## src/u8u16_pkg.sv

```systemverilog
`default_nettype none

package u8u16_pkg;

  // Result buffering
  localparam int MaxUnits   = 4;
  localparam int NumW       = $clog2(MaxUnits + 1);
  localparam int QueueDepth = 8;
  localparam int QueueAw    = $clog2(QueueDepth);
  localparam int CntW       = QueueAw + 1;

  // Character constants
  localparam logic [15:0] ReplChar     = 16'hFFFD;
  localparam logic [15:0] HighSurrBase = 16'hD800;
  localparam logic [15:0] LowSurrBase  = 16'hDC00;
  localparam logic [20:0] SuppFirst    = 21'h10000;
  localparam logic [20:0] SuppLast     = 21'h10FFFF;

  // Lead byte classes
  localparam logic [7:0] ContMask  = 8'hC0;
  localparam logic [7:0] ContTag   = 8'h80;
  localparam logic [7:0] Lead2Mask = 8'hE0;
  localparam logic [7:0] Lead2Tag  = 8'hC0;
  localparam logic [7:0] Lead3Mask = 8'hF0;
  localparam logic [7:0] Lead3Tag  = 8'hE0;
  localparam logic [7:0] Lead4Mask = 8'hF8;
  localparam logic [7:0] Lead4Tag  = 8'hF0;
  localparam logic [7:0] Pay2Mask  = 8'h1F;
  localparam logic [7:0] Pay3Mask  = 8'h0F;
  localparam logic [7:0] Pay4Mask  = 8'h07;

  // Sequence lengths
  localparam logic [2:0] LenNone = 3'd0;
  localparam logic [2:0] Len2    = 3'd2;
  localparam logic [2:0] Len3    = 3'd3;
  localparam logic [2:0] Len4    = 3'd4;

  typedef struct packed {
    logic [7:0] data_byte;
    logic       end_of_buffer;
  } byte_item_t;

  typedef struct packed {
    logic [15:0] code_unit;
    logic        is_replacement;
    logic        last_of_run;
    logic        end_of_text;
  } unit_item_t;

  typedef unit_item_t [MaxUnits-1:0] unit_set_t;

  // Units produced by one byte, handed from decoder to result queue
  typedef struct packed {
    logic [NumW-1:0] num;
    unit_set_t       units;
  } unit_batch_t;

endpackage

`default_nettype wire

```

## src/u8u16_dec.sv

```systemverilog
`default_nettype none

module u8u16_dec
  import u8u16_pkg::*;
(
  input  wire logic        clk,
  input  wire logic        rst,
  input  wire logic        fire,
  input  wire byte_item_t  item,
  output unit_batch_t      batch
);

  logic [2:0]  exp_len, exp_len_next;
  logic [1:0]  collected, collected_next;
  logic [20:0] partial, partial_next;

  logic [7:0]      b;
  logic            eob;
  logic            pending;
  logic            is_cont;
  logic [20:0]     acc;
  logic [1:0]      coll_inc;
  logic [20:0]     supp_off;
  logic            in_supp;
  logic [NumW-1:0] flush_cnt;
  logic [NumW-1:0] num;
  logic [NumW-1:0] last_idx;
  unit_item_t      lead_unit;
  unit_item_t      repl_unit;
  unit_set_t       units;

  assign b         = item.data_byte;
  assign eob       = item.end_of_buffer;
  assign pending   = (exp_len != LenNone);
  assign is_cont   = ((b & ContMask) == ContTag);
  assign acc       = {partial[14:0], b[5:0]};
  assign coll_inc  = collected + 2'd1;
  assign supp_off  = acc - SuppFirst;
  assign in_supp   = (acc >= SuppFirst) && (acc <= SuppLast);
  assign repl_unit = '{code_unit: ReplChar, is_replacement: 1'b1,
                       last_of_run: 1'b0, end_of_text: 1'b0};

  // Decode one byte against the pending sequence
  always_comb begin
    exp_len_next   = exp_len;
    collected_next = collected;
    partial_next   = partial;
    units          = {MaxUnits{repl_unit}};
    num            = '0;
    flush_cnt      = '0;
    lead_unit      = repl_unit;
    last_idx       = '0;
    if (pending && is_cont) begin
      partial_next   = acc;
      collected_next = coll_inc;
      if (({1'b0, coll_inc} + 3'd1) >= exp_len) begin
        exp_len_next   = LenNone;
        collected_next = '0;
        partial_next   = '0;
        if (exp_len == Len4) begin
          if (in_supp) begin
            units[0].code_unit      = HighSurrBase | {6'd0, supp_off[19:10]};
            units[0].is_replacement = 1'b0;
            units[1].code_unit      = LowSurrBase | {6'd0, supp_off[9:0]};
            units[1].is_replacement = 1'b0;
            num = NumW'(2);
          end else begin
            num = NumW'(1);
          end
        end else begin
          units[0].code_unit      = acc[15:0];
          units[0].is_replacement = 1'b0;
          num = NumW'(1);
        end
      end else if (eob) begin
        // buffer ends mid-sequence: one replacement per byte seen
        exp_len_next   = LenNone;
        collected_next = '0;
        partial_next   = '0;
        num = NumW'(coll_inc) + NumW'(1);
      end
    end else begin
      // flush any broken sequence, then scan this byte as a lead
      if (pending) begin
        flush_cnt = NumW'(collected) + NumW'(1);
      end
      exp_len_next   = LenNone;
      collected_next = '0;
      partial_next   = '0;
      priority if (!b[7]) begin
        lead_unit.code_unit      = {8'd0, b};
        lead_unit.is_replacement = 1'b0;
      end else if ((b & Lead2Mask) == Lead2Tag) begin
        exp_len_next = Len2;
        partial_next = {13'd0, b & Pay2Mask};
      end else if ((b & Lead3Mask) == Lead3Tag) begin
        exp_len_next = Len3;
        partial_next = {13'd0, b & Pay3Mask};
      end else if ((b & Lead4Mask) == Lead4Tag) begin
        exp_len_next = Len4;
        partial_next = {13'd0, b & Pay4Mask};
      end else begin
        lead_unit = repl_unit;
      end
      if (exp_len_next != LenNone && eob) begin
        exp_len_next = LenNone;
        partial_next = '0;
      end
      if (exp_len_next == LenNone) begin
        units[flush_cnt[1:0]] = lead_unit;
        num = flush_cnt + NumW'(1);
      end else begin
        num = flush_cnt;
      end
    end
    // tag the final unit of this byte
    if (num != '0) begin
      last_idx = num - NumW'(1);
      units[last_idx[1:0]].last_of_run = 1'b1;
      units[last_idx[1:0]].end_of_text = eob;
    end
  end

  assign batch.num   = num;
  assign batch.units = units;

  // Sequence state
  always_ff @(posedge clk) begin
    if (rst) begin
      exp_len   <= LenNone;
      collected <= '0;
      partial   <= '0;
    end else if (fire) begin
      exp_len   <= exp_len_next;
      collected <= collected_next;
      partial   <= partial_next;
    end
  end

  a_len_legal: assert property (@(posedge clk) disable iff (rst)
    exp_len == LenNone || exp_len == Len2 || exp_len == Len3 || exp_len == Len4)
    else $error("pending length out of range");

  a_coll_short: assert property (@(posedge clk) disable iff (rst)
    pending |-> ({1'b0, collected} + 3'd1) < exp_len)
    else $error("pending sequence already complete");

  a_num_bound: assert property (@(posedge clk) disable iff (rst)
    fire |-> batch.num <= NumW'(MaxUnits))
    else $error("too many units for one byte");

endmodule

`default_nettype wire

```

## src/u8u16_queue.sv

```systemverilog
`default_nettype none

module u8u16_queue
  import u8u16_pkg::*;
(
  input  wire logic         clk,
  input  wire logic         rst,
  input  wire unit_batch_t  push,
  output logic              room,
  output logic              unit_valid,
  input  wire logic         unit_stall,
  output unit_item_t        unit_data
);

  unit_item_t         mem [QueueDepth];
  logic [QueueAw-1:0] wr_ptr;
  logic [QueueAw-1:0] rd_ptr;
  logic [CntW-1:0]    count;
  logic               pop;

  assign room       = (count <= CntW'(QueueDepth - MaxUnits));
  assign unit_valid = (count != '0);
  assign unit_data  = mem[rd_ptr];
  assign pop        = unit_valid && !unit_stall;

  // Multi-entry write, single-entry read
  always_ff @(posedge clk) begin
    for (int i = 0; i < MaxUnits; i++) begin
      if (NumW'(i) < push.num) begin
        mem[wr_ptr + QueueAw'(i)] <= push.units[i];
      end
    end
  end

  // Pointers and fill count
  always_ff @(posedge clk) begin
    if (rst) begin
      wr_ptr <= '0;
      rd_ptr <= '0;
      count  <= '0;
    end else begin
      wr_ptr <= wr_ptr + QueueAw'(push.num);
      rd_ptr <= rd_ptr + QueueAw'(pop);
      count  <= count + CntW'(push.num) - CntW'(pop);
    end
  end

  a_no_overflow: assert property (@(posedge clk) disable iff (rst)
    (push.num != '0) |-> (CntW'(push.num) + count) <= CntW'(QueueDepth))
    else $error("result queue overflow");

  a_count_track: assert property (@(posedge clk) disable iff (rst)
    (push.num == '0 && !pop) |=> $stable(count))
    else $error("fill count moved without push or pop");

endmodule

`default_nettype wire

```

## src/utf8_to_utf16_stream_decoder.sv

```systemverilog
`default_nettype none

// UTF-8 to UTF-16 stream decoder.
// Input channel (byte_valid / byte_stall / byte_data): one UTF-8 byte per
// item, with end_of_buffer marking the last byte of a buffer; any sequence
// still open after that byte is flushed as replacement units.
// Output channel (unit_valid / unit_stall / unit_data): one UTF-16 code unit
// per item; last_of_run marks the final unit caused by a byte and
// end_of_text the final unit of a byte that closed a buffer.
// Throughput: one byte per cycle while each byte yields at most one unit and
// the output is not stalled; a byte yielding several units holds the output
// longer, bounded by the single read port of the 8-entry result queue.
// The input register hands a byte to the decoder only when the queue has
// room for the four units one byte can produce; otherwise byte_stall rises.
// A stalled output keeps its unit; the queue absorbs further bytes until
// fewer than four entries are free. Reset (synchronous) empties the queue
// and clears the open sequence.
module utf8_to_utf16_stream_decoder
  import u8u16_pkg::*;
(
  input  wire logic        clk,
  input  wire logic        rst,
  input  wire logic        byte_valid,
  output logic             byte_stall,
  input  wire byte_item_t  byte_data,
  output logic             unit_valid,
  input  wire logic        unit_stall,
  output unit_item_t       unit_data
);

  logic        iq_valid;
  byte_item_t  iq_item;
  logic        room;
  logic        advance;
  unit_batch_t dec_batch;
  unit_batch_t push;

  assign advance    = iq_valid && room;
  assign byte_stall = iq_valid && !room;

  // Input register
  always_ff @(posedge clk) begin
    if (rst) begin
      iq_valid <= 1'b0;
    end else if (!byte_stall) begin
      iq_valid <= byte_valid;
    end
  end

  always_ff @(posedge clk) begin
    if (!byte_stall && byte_valid) begin
      iq_item <= byte_data;
    end
  end

  u8u16_dec u_dec (
    .clk   (clk),
    .rst   (rst),
    .fire  (advance),
    .item  (iq_item),
    .batch (dec_batch)
  );

  // Only a decoded byte writes the queue
  always_comb begin
    push = dec_batch;
    if (!advance) begin
      push.num = '0;
    end
  end

  u8u16_queue u_queue (
    .clk        (clk),
    .rst        (rst),
    .push       (push),
    .room       (room),
    .unit_valid (unit_valid),
    .unit_stall (unit_stall),
    .unit_data  (unit_data)
  );

endmodule

`default_nettype wire

```

## config.mk

```make
export PLATFORM = sky130hd
export DESIGN_NAME = utf8_to_utf16_stream_decoder
export DESIGN_NICKNAME = d
export VERILOG_FILES = /design/src/u8u16_pkg.sv /design/src/u8u16_dec.sv /design/src/u8u16_queue.sv /design/src/utf8_to_utf16_stream_decoder.sv
export SDC_FILE = /design/constraint.sdc
export NUM_CORES = 1
export LEC_CHECK = 0
export BUFFER_PORTS_ARGS = -buffer_cell sky130_fd_sc_hd__buf_4
export CORE_MARGIN = 8
export CORE_UTILIZATION = 50
export CTS_CLUSTER_SIZE = 14
export DETAILED_ROUTE_END_ITERATION = 12
export MAX_ROUTING_LAYER = met4
export PLACE_DENSITY = 0.66
export SLEW_MARGIN = 5
export SYNTH_ARGS = -nofsm -noshare
export SYNTH_HDL_FRONTEND = slang
export SYNTH_SLANG_ARGS = --single-unit
```

## constraint.sdc

```tcl
create_clock -name clk -period 5 [get_ports clk]
set_input_delay 1.25 -clock clk [delete_from_list [all_inputs] [get_ports clk]]
set_output_delay 1.25 -clock clk [all_outputs]
set_load 0.005 [all_outputs]
```

==> summary.md <==
| Metric | Value |
|---|---|
| Cell family contributing the most delay on the critical path | compound AO/OA/AOI/OAI gates |
| Post-route DRC | 0 |
| Avg Inst Size Synth | 11.20 um^2 |
| # fillers | 1915 |
| Total GRT Usage | 0.2812 |
| Setup repair after global routing missed its margin | false |
| Worst Path Required | 5.16 ns |
| HPWL after detailed placement | 27890 um |
| Routed wirelength normalized by instance count | 28.48 um |
| Number of DRC markers after the initial detailed-route iteration | 1132 |
| Number of buffers between clock root and the deepest sink | 2 |
| Vias | 9214 |
| Final estimated routing congestion in global placement | 1.000 |
| Number of max-cap violations | 0 |
| Antenna Diode Count | 0 |
| Leakage dissipation | 4.339 nW |
| Post-cts gate resize count | 0 |
| Most common cell in the netlist | sky130_fd_sc_hd__edfxtp_1 |
| Largest net degree at the start of global routing | 30 |
| VDD IR max | 0.2203 mV |
| Residual antenna-violating net count after detailed routing | 0 |
| Die Wd | 166.2 um |
| Upper clock frequency limit | 216.3 MHz |
| Slew margin rel. | 0.1126 |
| Placement-stage worst setup slack | 0.4524 ns |
| Root cell of the clock tree | sky130_fd_sc_hd__clkbuf_16 |
| Clock H-tree levels | 4 |
| Number of antenna violations at the first check in global routing | 0 |
| Sequential share of the synthesized area | 0.4837 |
| Number of enable flip-flop cells after synthesis | 161 |
| TritonCTS Buffers | 17 |
| Min Hold Slack | 0.4953 ns |
| Port buffer count | 33 |
| IO Count | 34 |
| Element type at the critical path end | flip-flop |
| Accumulated negative setup slack | 0 ns |
| Crit path buffers/inverters | 3 |
| Area leader, netlist | sky130_fd_sc_hd__edfxtp_1 |
| Number of max-slew violations in the final report | 0 |
| Run status | finished clean |
| Count of final hold-check violations | 0 |
| Share of the clock period used by the worst path | 0.9246 |
| Core region area | 22370 um^2 |
| Final worst-path setup slack | 0.3771 ns |
| Final core area utilization | 0.5606 |
| Share of cells above drive strength 1 | 0.1915 |
| Highest net fanout along the worst path | 15 |
| Worst-path cell with the longest stage delay | sky130_fd_sc_hd__a21boi_1 |
| Arrival time at the worst endpoint | 4.78 ns |
| Worst-path cell chain | inv_1, ha_1, xor2_1, ha_1, nand2_1, o21ai_1, o21ai_0, and3_1, inv_4, o31a_1, buf_4, o32a_1, a21boi_1, o21ai_0 |
| Quantity of hold-fixing buffers added after cts | 0 |
| Yosys warnings | 0 |
| Clock-pin slew of the registers on the worst-case setup and hold paths | 0.08 ns |
| Number of cells traversed by the worst register-to-register path | 14 |
| FFs w/ async S/R, synth | 0 |
| Starting density of the core | 0.5043 |
| Die area | 27620 um^2 |
| Post-Route WL | 38160 um |
| Setup Skew | 0.01686 ns |
| Shortest clock period the worst path allows after layout | 4.623 ns |
| Primary flip-flop cell chosen by synthesis mapping | sky130_fd_sc_hd__edfxtp_1 |
| Net count of the mapped netlist | 1045 |
| WP depth | 14 |
| Chip height | 166.2 um |
| Final-report setup violation count | 0 |
| Total gr overflow | 0 |
| Worst Path Class, Setup | reg -> reg |
| Clk sinks | 192 |
| Worst Hold Depth | 2 |
| Distinct cells, synth | 77 |
| Area of the mapped netlist | 11280 um^2 |
| Via-to-Cell Ratio | 6.876 |
| Largest stage delay on the critical path | 0.59 ns |
| Area grow syn2layout | 11.16% |
| Length of the first detailed-routing pass in iterations | 5 |
| Vias in the first global route | 9138 |
| Fraction of synthesized cell area taken by the top area cell type | 0.4287 |
| Power per standard cell area | 367.1 nW/um^2 |
| Clock insertion delay at the later pin of the skew report | 0.44 ns |
| TritonCTS clock tree | built |
| Count of buffers added by post-CTS timing repair for setup | 0 |
| Hold WC Path Type | reg -> reg |
| Post-layout nets | 1080 |
| Top area cells in the synthesized netlist | sky130_fd_sc_hd__edfxtp_1, sky130_fd_sc_hd__mux4_2, sky130_fd_sc_hd__dfxtp_1, sky130_fd_sc_hd__o21ai_0, sky130_fd_sc_hd__mux2i_1 |
| Site row count | 55 |
| Wire length of the first global-routing pass | 57370 um |
| Cell count after synthesis | 1007 |
| Kind of start point of the critical path | flip-flop |
| Top cell types by occurrence after synthesis | sky130_fd_sc_hd__edfxtp_1, sky130_fd_sc_hd__o21ai_0, sky130_fd_sc_hd__nand2_1 |
| Transition time at the pin with the least slew margin | 1.331 ns |
| Synthesis-stage register bit count | 192 |
| PnR Total Power | 4.602 mW |
## flip-flops by register name, summed over array words and instances, names as in the netlist
signal           count
u_queue.mem        152
iq_valid             1
u_dec.exp_len        3
iq_item              9
u_dec.collected      2
u_queue.count        4
u_queue.wr_ptr       3
u_dec.partial       15
u_queue.rd_ptr       3
## layout make-up
type	instances	area, um^2	share of cell area
inverter	27	103.9	0.008283
sequential	192	5458	0.4353
multi-input combinational	731	5503	0.4389
clock inverter	15	142.6	0.01138
tap	285	356.6	0.02844
timing repair buffer	73	548.0	0.04371
clock buffer	17	425.4	0.03393
## per-layer routing
metal	part of all wire	vias up	track usage
li1	-	4022	-
met1	0.39	4506	0.3528
met2	0.47	574	0.4402
met3	0.095	112	0.05301
met4	0.045	0	0.1233
met5	0	-	-
## worst min-delay path, cell delays in order, from the launching register on
cell,delay (ns)
sky130_fd_sc_hd__dfxtp_1,0.34
sky130_fd_sc_hd__nand2_1,0.06
sky130_fd_sc_hd__a21oi_1,0.05
## cells by family after synthesis
logic type | Yosys count | share of synthesized area
XOR/XNOR | 13 | 0.01010
flip-flops | 192 | 0.4837
buffers and inverters | 84 | 0.03106
multiplexers | 97 | 0.1316
adder cells (fa/ha/maj) | 25 | 0.02907
AO/OA/AOI/OAI | 314 | 0.1880
AND/OR/NAND/NOR | 282 | 0.1265
## stage by stage
step	area (um^2)	cells
2_1_floorplan	11280	1007
3_3_place_gp	11970	1308
3_5_place_dp	11970	1308
4_1_cts	12540	1340
5_1_grt	12540	1340
6_report	12540	1340
## final timing paths
kind                                          from            endpoint  slack [ns]
worst min-delay path             u_dec.partial[13]   u_dec.partial[13]        0.50
worst max register to register  u_dec.collected[0]  u_queue.mem[6][15]        0.38
worst max-delay path            u_dec.collected[0]  u_queue.mem[6][15]        0.38
worst min register to register   u_dec.partial[13]   u_dec.partial[13]        0.50
## cells in the final DEF, fill, tap and decap left out, types with 24 or more instances in the layout
cell type	n
sky130_fd_sc_hd__a21oi_1	61
sky130_fd_sc_hd__a2bb2oi_1	24
sky130_fd_sc_hd__buf_4	73
sky130_fd_sc_hd__dfxtp_1	29
sky130_fd_sc_hd__edfxtp_1	161
sky130_fd_sc_hd__inv_1	25
sky130_fd_sc_hd__mux2_2	26
sky130_fd_sc_hd__mux2i_1	32
sky130_fd_sc_hd__mux4_2	38
sky130_fd_sc_hd__nand2_1	76
sky130_fd_sc_hd__nand3_1	34
sky130_fd_sc_hd__nor2_1	55
sky130_fd_sc_hd__nor3_1	24
sky130_fd_sc_hd__o21ai_0	71
## power by group
group	switching, mW	internal (mW)	total, mW
Combinational	0.687	0.622	1.31
Sequential	0.0953	1.85	1.94
Clock	0.685	0.664	1.35
Total	1.47	3.13	4.60
(Power assumes the default switching activity.)
